## src/hw/rtl/qld_pkg.sv

```systemverilog
`timescale 1ns / 1ps
// qld_pkg: shared types, constants and helpers for the q15 loss derivative pipeline
// no dependencies; imported by every qld module and by the top level

package qld_pkg;

    // field widths
    localparam int DATA_W     = 16;
    localparam int FRAC_BITS  = 15;
    localparam int MAG_W      = 15;                 // clamped output, divisor, quotient
    localparam int DIVIDEND_W = 31;                 // dividend magnitude
    localparam int PROD_W     = 30;                 // o * (32768 - o) fits here
    localparam int DIFF_W     = 18;                 // o - target, signed

    // divider layout: quotient bits resolved per stage and number of stages
    localparam int DIV_STEPS  = 3;
    localparam int DIV_STAGES = MAG_W / DIV_STEPS;

    // clamp bounds of the model output
    localparam logic [MAG_W-1:0] O_MIN = 15'd1;
    localparam logic [MAG_W-1:0] O_MAX = 15'd32766;

    // saturation bounds of the result
    localparam logic signed [DATA_W-1:0] DER_MAX = 16'sh7fff;
    localparam logic signed [DATA_W-1:0] DER_MIN = 16'sh8000;

    // loss selector codes
    typedef enum logic [1:0] {
        OP_MSE  = 2'd0,
        OP_BCE  = 2'd1,
        OP_CE   = 2'd2,
        OP_NONE = 2'd3
    } op_t;

    // item carried through the divider stages
    typedef struct packed {
        logic                     use_div;   // result comes from the quotient
        logic                     neg;       // quotient gets negated
        logic                     ovf;       // quotient magnitude >= 2^15
        logic signed [DATA_W-1:0] bypass;    // result when no division is used
        logic [MAG_W-1:0]         divisor;
        logic [MAG_W-1:0]         rem;       // partial remainder
        logic [MAG_W-1:0]         low;       // dividend bits not yet shifted in
        logic [MAG_W-1:0]         quo;       // quotient bits so far
    } div_item_t;

    // saturate an 18-bit signed value to q15
    function automatic logic signed [DATA_W-1:0] sat16(input logic signed [DIFF_W-1:0] v);
        logic signed [DATA_W-1:0] r;
        if (v > 18'sd32767)
        begin
            r = DER_MAX;
        end
        else if (v < -18'sd32768)
        begin
            r = DER_MIN;
        end
        else
        begin
            r = v[DATA_W-1:0];
        end
        return r;
    endfunction

endpackage

```

## src/hw/rtl/qld_prep.sv

```systemverilog
`timescale 1ns / 1ps
// qld_prep: first two pipeline stages: clamp, denominator product, operand setup
// depends on qld_pkg

module qld_prep
    import qld_pkg::*;
(
    input  logic                     clk,
    input  logic                     rst_n,
    input  logic                     in_valid,
    output logic                     in_ready,
    input  logic [1:0]               operation,
    input  logic signed [DATA_W-1:0] target,
    input  logic signed [DATA_W-1:0] prediction,
    output logic                     out_valid,
    input  logic                     out_ready,
    output div_item_t                out_item
);

    // stage a registers
    logic                     a_valid_reg;
    op_t                      a_op_reg;
    logic signed [DATA_W-1:0] a_tgt_reg;
    logic [MAG_W-1:0]         a_o_reg;
    logic [PROD_W-1:0]        a_prod_reg;
    logic signed [DIFF_W-1:0] a_diff_reg;

    // stage b registers
    logic                     b_valid_reg;
    div_item_t                b_item_reg;
    div_item_t                b_item_next;

    logic                     a_ready;
    logic                     b_ready;
    logic [MAG_W-1:0]         o_clamp;
    logic [DATA_W-1:0]        o_comp;
    logic [PROD_W-1:0]        prod_full;
    logic signed [DIFF_W-1:0] diff;

    logic [MAG_W-1:0]         den;
    logic [MAG_W-1:0]         den_f;
    logic signed [32:0]       bce_num;
    logic [32:0]              bce_mag;
    logic [DATA_W-1:0]        tgt_mag;
    logic [DIVIDEND_W-1:0]    dvd;

    // stage handshake: a stage moves when empty or when its successor takes
    assign b_ready  = !b_valid_reg || out_ready;
    assign a_ready  = !a_valid_reg || b_ready;
    assign in_ready = a_ready;

    // clamp model output to 1..32766
    always_comb
    begin
        if (prediction <= 16'sd0)
        begin
            o_clamp = O_MIN;
        end
        else if (prediction >= 16'sd32767)
        begin
            o_clamp = O_MAX;
        end
        else
        begin
            o_clamp = prediction[MAG_W-1:0];
        end
    end

    // denominator product and difference
    assign o_comp    = 16'd32768 - {1'b0, o_clamp};
    assign prod_full = PROD_W'({1'b0, o_clamp}) * PROD_W'(o_comp);
    assign diff      = $signed({3'b000, o_clamp}) - $signed({{2{target[DATA_W-1]}}, target});

    // stage a
    always_ff @(posedge clk or negedge rst_n)
    begin
        if (!rst_n)
        begin
            a_valid_reg <= 1'b0;
        end
        else if (a_ready)
        begin
            a_valid_reg <= in_valid;
        end
    end

    always_ff @(posedge clk)
    begin
        if (a_ready && in_valid)
        begin
            a_op_reg   <= op_t'(operation);
            a_tgt_reg  <= target;
            a_o_reg    <= o_clamp;
            a_prod_reg <= prod_full;
            a_diff_reg <= diff;
        end
    end

    // bce operands: den forced to 1 when zero, half den added before division
    assign den     = a_prod_reg[PROD_W-1:FRAC_BITS];
    assign den_f   = (den == '0) ? O_MIN : den;
    assign bce_num = $signed({a_diff_reg, 15'b0}) + $signed({19'b0, den_f[MAG_W-1:1]});
    assign bce_mag = bce_num[32] ? $unsigned(-bce_num) : $unsigned(bce_num);

    // ce operand magnitude; -32768 maps to 32768
    assign tgt_mag = a_tgt_reg[DATA_W-1] ? $unsigned(-a_tgt_reg) : $unsigned(a_tgt_reg);

    // operand select per loss kind
    always_comb
    begin
        b_item_next         = '0;
        b_item_next.divisor = O_MIN;
        dvd                 = '0;
        unique case (a_op_reg)
            OP_MSE:
            begin
                b_item_next.bypass = sat16(a_diff_reg);
            end
            OP_BCE:
            begin
                b_item_next.use_div = 1'b1;
                b_item_next.neg     = bce_num[32];
                b_item_next.divisor = den_f;
                dvd                 = bce_mag[DIVIDEND_W-1:0];
            end
            OP_CE:
            begin
                b_item_next.use_div = 1'b1;
                b_item_next.neg     = !a_tgt_reg[DATA_W-1] && (a_tgt_reg != 16'sd0);
                b_item_next.divisor = a_o_reg;
                dvd                 = {tgt_mag, 15'b0};
            end
            default:
            begin
                b_item_next.bypass = '0;
            end
        endcase
        b_item_next.ovf = dvd >= {1'b0, b_item_next.divisor, 15'b0};
        b_item_next.rem = dvd[2*MAG_W-1:MAG_W];
        b_item_next.low = dvd[MAG_W-1:0];
        b_item_next.quo = '0;
    end

    // stage b
    always_ff @(posedge clk or negedge rst_n)
    begin
        if (!rst_n)
        begin
            b_valid_reg <= 1'b0;
        end
        else if (b_ready)
        begin
            b_valid_reg <= a_valid_reg;
        end
    end

    always_ff @(posedge clk)
    begin
        if (b_ready && a_valid_reg)
        begin
            b_item_reg <= b_item_next;
        end
    end

    assign out_valid = b_valid_reg;
    assign out_item  = b_item_reg;

endmodule

```

## src/hw/rtl/qld_div_stage.sv

```systemverilog
`timescale 1ns / 1ps
// qld_div_stage: one register stage of the restoring divider, DIV_STEPS quotient bits
// depends on qld_pkg

module qld_div_stage
    import qld_pkg::*;
(
    input  logic      clk,
    input  logic      rst_n,
    input  logic      in_valid,
    output logic      in_ready,
    input  div_item_t in_item,
    output logic      out_valid,
    input  logic      out_ready,
    output div_item_t out_item
);

    logic          valid_reg;
    div_item_t     item_reg;
    div_item_t     item_next;
    logic [MAG_W:0] trial;

    assign in_ready = !valid_reg || out_ready;

    // shift in one dividend bit per step, subtract when the divisor fits
    always_comb
    begin
        item_next = in_item;
        trial     = '0;
        for (int j = 0; j < DIV_STEPS; j++)
        begin
            trial         = {item_next.rem, item_next.low[MAG_W-1]};
            item_next.low = {item_next.low[MAG_W-2:0], 1'b0};
            if (trial >= {1'b0, item_next.divisor})
            begin
                item_next.rem = MAG_W'(trial - {1'b0, item_next.divisor});
                item_next.quo = {item_next.quo[MAG_W-2:0], 1'b1};
            end
            else
            begin
                item_next.rem = trial[MAG_W-1:0];
                item_next.quo = {item_next.quo[MAG_W-2:0], 1'b0};
            end
        end
    end

    always_ff @(posedge clk or negedge rst_n)
    begin
        if (!rst_n)
        begin
            valid_reg <= 1'b0;
        end
        else if (in_ready)
        begin
            valid_reg <= in_valid;
        end
    end

    always_ff @(posedge clk)
    begin
        if (in_ready && in_valid)
        begin
            item_reg <= item_next;
        end
    end

    assign out_valid = valid_reg;
    assign out_item  = item_reg;

endmodule

```

## src/hw/rtl/qld_post.sv

```systemverilog
`timescale 1ns / 1ps
// qld_post: sign, saturation and output register
// depends on qld_pkg

module qld_post
    import qld_pkg::*;
(
    input  logic                     clk,
    input  logic                     rst_n,
    input  logic                     in_valid,
    output logic                     in_ready,
    input  div_item_t                in_item,
    output logic                     out_valid,
    input  logic                     out_ready,
    output logic signed [DATA_W-1:0] derivative
);

    logic                     valid_reg;
    logic signed [DATA_W-1:0] der_reg;
    logic signed [DATA_W-1:0] der_next;
    logic [DATA_W-1:0]        q16;

    assign in_ready = !valid_reg || out_ready;
    assign q16      = {1'b0, in_item.quo};

    // pick bypass, saturated bound or signed quotient
    always_comb
    begin
        if (!in_item.use_div)
        begin
            der_next = in_item.bypass;
        end
        else if (in_item.ovf)
        begin
            der_next = in_item.neg ? DER_MIN : DER_MAX;
        end
        else if (in_item.neg)
        begin
            der_next = $signed(~q16 + 16'd1);
        end
        else
        begin
            der_next = $signed(q16);
        end
    end

    always_ff @(posedge clk or negedge rst_n)
    begin
        if (!rst_n)
        begin
            valid_reg <= 1'b0;
        end
        else if (in_ready)
        begin
            valid_reg <= in_valid;
        end
    end

    always_ff @(posedge clk)
    begin
        if (in_ready && in_valid)
        begin
            der_reg <= der_next;
        end
    end

    assign out_valid  = valid_reg;
    assign derivative = der_reg;

endmodule

```

## src/hw/rtl/q15_loss_derivative.sv

```systemverilog
`timescale 1ns / 1ps
// q15_loss_derivative: top level of the pipelined q15 loss derivative
// depends on qld_pkg, qld_prep, qld_div_stage, qld_post
//
// channel | handshake           | payload
// --------+---------------------+------------------------------------
// in      | in_valid, in_ready  | operation[1:0], target[15:0], prediction[15:0]
// out     | out_valid, out_ready| derivative[15:0]
//
// one beat enters per cycle while the output is not stalled; the stages are clamp and product,
// operand setup, five divider stages of three quotient bits each, output register.
// the restoring divider (15 quotient bits) sets the depth.
// every stage holds its beat while the next one is full, so stalls lose nothing.
// reset clears only the stage valid bits; no clearing pass.

module q15_loss_derivative
    import qld_pkg::*;
(
    input  logic                     clk,
    input  logic                     rst_n,
    input  logic                     in_valid,
    output logic                     in_ready,
    input  logic [1:0]               operation,
    input  logic signed [DATA_W-1:0] target,
    input  logic signed [DATA_W-1:0] prediction,
    output logic                     out_valid,
    input  logic                     out_ready,
    output logic signed [DATA_W-1:0] derivative
);

    logic [DIV_STAGES:0] stg_valid;
    logic [DIV_STAGES:0] stg_ready;
    div_item_t           stg_item [DIV_STAGES+1];

    // clamp, product and operand setup
    qld_prep u_prep (
        .clk        (clk),
        .rst_n      (rst_n),
        .in_valid   (in_valid),
        .in_ready   (in_ready),
        .operation  (operation),
        .target     (target),
        .prediction (prediction),
        .out_valid  (stg_valid[0]),
        .out_ready  (stg_ready[0]),
        .out_item   (stg_item[0])
    );

    // divider chain
    for (genvar i = 0; i < DIV_STAGES; i++)
    begin : g_div
        qld_div_stage u_div (
            .clk       (clk),
            .rst_n     (rst_n),
            .in_valid  (stg_valid[i]),
            .in_ready  (stg_ready[i]),
            .in_item   (stg_item[i]),
            .out_valid (stg_valid[i+1]),
            .out_ready (stg_ready[i+1]),
            .out_item  (stg_item[i+1])
        );
    end

    // sign, saturation and output register
    qld_post u_post (
        .clk        (clk),
        .rst_n      (rst_n),
        .in_valid   (stg_valid[DIV_STAGES]),
        .in_ready   (stg_ready[DIV_STAGES]),
        .in_item    (stg_item[DIV_STAGES]),
        .out_valid  (out_valid),
        .out_ready  (out_ready),
        .derivative (derivative)
    );

`ifndef NO_ASSERTIONS
    // an empty output register means no stage can block the input
    a_empty_out_ready: assert property (@(posedge clk) disable iff (!rst_n)
        !out_valid |-> in_ready)
        else $error("input stalled while output register empty");

    // a draining output frees the whole chain
    a_drain_ready: assert property (@(posedge clk) disable iff (!rst_n)
        out_ready |-> in_ready)
        else $error("input stalled while output drains");

    // a saturated quotient never reaches the output as a plain quotient
    a_ovf_bound: assert property (@(posedge clk) disable iff (!rst_n)
        stg_valid[DIV_STAGES] && stg_ready[DIV_STAGES] && stg_item[DIV_STAGES].use_div
        && stg_item[DIV_STAGES].ovf
        |=> (derivative == DER_MAX) || (derivative == DER_MIN))
        else $error("overflowed quotient not saturated");
`endif

endmodule
```

## config.mk

```make
export PLATFORM = sky130hd
export DESIGN_NAME = q15_loss_derivative
export DESIGN_NICKNAME = d
export VERILOG_FILES = /design/src/hw/rtl/qld_pkg.sv /design/src/hw/rtl/qld_prep.sv /design/src/hw/rtl/qld_div_stage.sv /design/src/hw/rtl/qld_post.sv /design/src/hw/rtl/q15_loss_derivative.sv
export SDC_FILE = /design/constraint.sdc
export NUM_CORES = 2
export LEC_CHECK = 0
export ABC_AREA = 1
export ABC_CLOCK_PERIOD_IN_PS = 5700
export BUFFER_PORTS_ARGS = -buffer_cell sky130_fd_sc_hd__buf_2
export CORE_MARGIN = 5
export CORE_UTILIZATION = 46
export DETAILED_ROUTE_END_ITERATION = 10
export GPL_TIMING_DRIVEN = 0
export PLACE_DENSITY = 0.65
export SETUP_SLACK_MARGIN = 0.15
export SLEW_MARGIN = 10
export SYNTH_ARGS = -nofsm -noshare
export SYNTH_HDL_FRONTEND = slang
export SYNTH_SLANG_ARGS = --single-unit
```

## constraint.sdc

```tcl
create_clock -name clk -period 5.7 [get_ports clk]
set_clock_uncertainty 0.05 [all_clocks]
set_input_delay 0.285 -clock clk [delete_from_list [all_inputs] [get_ports clk]]
set_output_delay 0.285 -clock clk [all_outputs]
set_load 0.03 [all_outputs]
```

==> impl_metrics.prom <==
# TYPE chip_impl_metric gauge
chip_impl_metric{name="cp_data_arrival_time",unit="ns"} 7.26
chip_impl_metric{name="vias_per_cell",unit=""} 5.46
chip_impl_metric{name="ant_nets",unit=""} 0
chip_impl_metric{name="finish.net_count",unit=""} 5622
chip_impl_metric{name="seq_area_frac_synth",unit=""} 0.351
chip_impl_metric{name="ys.warnings.count",unit=""} 0
chip_impl_metric{name="drtIter0Drc",unit=""} 2611
chip_impl_metric{name="first_pass_iters",unit=""} 9
chip_impl_metric{name="post-dp-hpwl",unit="um"} 77800
chip_impl_info{name="grt_setup_unrepaired",value="true"} 1
chip_impl_metric{name="first_global_vias",unit=""} 32091
chip_impl_info{name="tritoncts_clock_tree",value="done"} 1
chip_impl_metric{name="postRouteWirelength",unit="um"} 114000
chip_impl_metric{name="num_io_pins",unit=""} 56
chip_impl_metric{name="cp.buffers_inverters",unit=""} 14
chip_impl_metric{name="grt_first_pass_wirelength",unit="um"} 169000
chip_impl_metric{name="dieWidth",unit="um"} 296
chip_impl_metric{name="regToRegSetupSlack",unit="ns"} -0.45
chip_impl_metric{name="fmax",unit="GHz"} 0.143
chip_impl_metric{name="cts.htree.levels",unit=""} 2
chip_impl_metric{name="timing.critical_path.fanout_max",unit=""} 7
chip_impl_metric{name="slew_violations",unit=""} 0
chip_impl_info{name="yosysTopAreaCell",value="sky130_fd_sc_hd__edfxtp_1"} 1
chip_impl_metric{name="synthDominantCellAreaShare",unit=""} 0.346
chip_impl_metric{name="cts.clk_slew.worst_paths",unit="ns"} 0.06
chip_impl_metric{name="post-route-drc-count",unit=""} 0
chip_impl_info{name="run_status",value="finished with violations"} 1
chip_impl_metric{name="globalRouteTotalUtil",unit=""} 0.240
chip_impl_metric{name="drive_gt1_frac",unit=""} 0.295
chip_impl_metric{name="die_area",unit="mm2"} 0.0879
chip_impl_metric{name="synthCells",unit=""} 4441
chip_impl_metric{name="place.port_buffers",unit=""} 55
chip_impl_metric{name="dp_worst_setup_slack",unit="ns"} -2.72
chip_impl_metric{name="avgRoutedWirePerCell",unit="um"} 18.6
chip_impl_metric{name="insertion_delay",unit="ns"} 0.60
chip_impl_metric{name="yosys.cell_types.count",unit=""} 68
chip_impl_info{name="cp_slowest_cell",value="sky130_fd_sc_hd__fa_1"} 1
chip_impl_metric{name="clock_path_buffers",unit=""} 3
chip_impl_metric{name="area_growth_synth_to_finish",unit="%"} 33.4
chip_impl_metric{name="die_height",unit="um"} 296
chip_impl_metric{name="hold_slack",unit="ns"} 0.121
chip_impl_metric{name="syn_avg_cell_area",unit="um2"} 8.50
chip_impl_metric{name="initial_core_util",unit=""} 0.462
chip_impl_metric{name="placedInstanceArea",unit="mm2"} 0.0399
chip_impl_metric{name="diodes_inserted",unit=""} 0
chip_impl_metric{name="grt_remaining_overflow",unit=""} 0
chip_impl_info{name="failed_checks",value="setup timing"} 1
chip_impl_info{name="mostFrequentLayoutCell",value="sky130_fd_sc_hd__nand2_1"} 1
chip_impl_metric{name="finalSetupViolations",unit=""} 47
chip_impl_info{name="critPathLaunchType",value="primary input"} 1
chip_impl_info{name="hold_removal_path_class",value="in -> reg"} 1
chip_impl_metric{name="final_critical_path_setup_slack",unit="ns"} -1.27
chip_impl_metric{name="via_count",unit=""} 33494
chip_impl_metric{name="min_clock_period_post_route",unit="ns"} 6.97
chip_impl_metric{name="async_flop_share",unit=""} 0.0181
chip_impl_info{name="cts.root.buffer_cell",value="sky130_fd_sc_hd__clkbuf_16"} 1
chip_impl_info{name="worst_path_dominant_cell_family",value="adder cells"} 1
chip_impl_metric{name="initial_antenna_violation_count",unit=""} 0
chip_impl_metric{name="worst_ep_required_time",unit="ns"} 5.99
chip_impl_metric{name="number_of_rows_created_at_floorplan",unit=""} 105
chip_impl_metric{name="cts_num_sinks",unit=""} 443
chip_impl_metric{name="final.period_utilization",unit=""} 1.22
chip_impl_info{name="mostFrequentLayoutCells",value="sky130_fd_sc_hd__nand2_1, sky130_fd_sc_hd__inv_1, sky130_fd_sc_hd__edfxtp_1, sky130_fd_sc_hd__buf_4, sky130_fd_sc_hd__nor2_1"} 1
chip_impl_metric{name="cpPeakStageDelay",unit="ns"} 0.55
chip_impl_metric{name="pin_count_of_the_biggest_net_entering_global_routing",unit=""} 65
chip_impl_metric{name="maxSlewHeadroom",unit=""} 0.180
chip_impl_info{name="crit_path_end_kind",value="flip-flop"} 1
chip_impl_metric{name="cts_inserted_buffers",unit=""} 45
chip_impl_metric{name="synth_seq_cells",unit=""} 443
chip_impl_metric{name="final-hold-violation-count",unit=""} 0
chip_impl_metric{name="last_weighted_congestion_value_of_the_routability_driven_placer",unit=""} 0.943
chip_impl_metric{name="fin_area",unit="mm2"} 0.0503
chip_impl_metric{name="utilization",unit=""} 0.616
chip_impl_info{name="cell_types_occupying_the_most_area_after_synthesis",value="sky130_fd_sc_hd__edfxtp_1, sky130_fd_sc_hd__ha_1, sky130_fd_sc_hd__fa_1"} 1
chip_impl_metric{name="coreArea",unit="mm2"} 0.0817
chip_impl_metric{name="drv_cap",unit=""} 0
chip_impl_metric{name="largest_register_ff_count",unit=""} 290
chip_impl_metric{name="synth_enable_flop_cells",unit=""} 435
chip_impl_metric{name="mappedNetlistArea",unit="mm2"} 0.0377
chip_impl_metric{name="worst_slew_pin_slew",unit="ns"} 1.23
chip_impl_info{name="synth-main-ff-cell",value="sky130_fd_sc_hd__edfxtp_1"} 1
chip_impl_info{name="worstSetupPathType",value="in -> reg"} 1
==> tightest hold or removal path, delay by kind of cell <==
kind | cells | cell delay [ns]
AND/OR/NAND/NOR | 1 | 0.08
buffers and inverters | 2 | 0.19
==> logic make-up after synthesis <==
family / synth area share
xor+xnor: 0.0483
compound gates: 0.104
other cells: 0.000199
simple gates: 0.186
fa+ha+maj: 0.222
buf+inv: 0.0883
flops: 0.351
==> layer usage <==
metal / track usage / share of wire
met2: 0.416 / 0.49
met1: 0.311 / 0.40
met3: 0.0239 / 0.060
met4: 0.0978 / 0.053
met5: 0 / 0
==> cell usage after synthesis (all sizes together) (4+ instances only) <==
library cell,n
nand2,977
inv,769
edfxtp,435
nor2,365
ha,362
a21oi,319
o21ai,243
fa,193
nand3,184
xor2,123
xnor2,85
nor3,62
buf,41
clkbuf,41
nand4,40
a21boi,25
o21a,24
o21bai,21
nor4,20
nand3b,15
a31oi,14
or2,14
o31ai,12
a21o,8
dfrtp,8
o211ai,6
o2111ai,4
==> per-stage QoR <==
stage | setup TNS, ns | cells
2_1_floorplan | -16.02 | 4453
3_3_place_gp | -92.00 | 5578
3_5_place_dp | -93.52 | 5585
4_1_cts | -13.95 | 5985
5_1_grt | -35.62 | 6135
6_report | -24.49 | 6135
==> worst paths after layout <==
kind / endpoint / from / cells after the start
max: u_prep.a_prod_reg[25] / prediction[14] / 40
min reg2reg: g_div[1].u_div.out_item[69] / g_div[0].u_div.out_item[69] / 0
max in group asynchronous: g_div[4].u_div.out_valid / rst_n / 4
min: u_prep.a_o_reg[2] / prediction[15] / 3
max reg2reg: g_div[3].u_div.out_item[38] / g_div[2].u_div.out_item[29] / 42
min in group asynchronous: u_prep.out_valid / rst_n / 3
==> final cells by class <==
| cell class | instances | area [um2] |
|---|---|---|
| Timing Repair Buffer | 528 | 4630 |
| Sequential cell | 443 | 13300 |
| Clock inverter | 34 | 403 |
| Multi-Input combinational cell | 3157 | 25800 |
| Inverter | 772 | 3040 |
| Tap cell | 1070 | 1340 |
| Fill cell | 6370 | 31400 |
| Buffer | 82 | 779 |
| Clock buffer | 49 | 1140 |
==> what timing repair did <==
| item | 4_1_cts | 5_1_grt |
|---|---|---|
| buffers inserted | 275 | 149 |
| gates resized for setup | 683 | 508 |
| hold endpoints to repair | 30 | 0 |
| pin swaps | 286 | 260 |
| endpoints found under the setup margin | 80 | 80 |
| gates cloned | 19 | 1 |
| hold buffers | 23 | 0 |
Power is left out: the tool's default activity adds up to more than one toggle a clock period on the data nets, which glitch-free logic cannot reach.
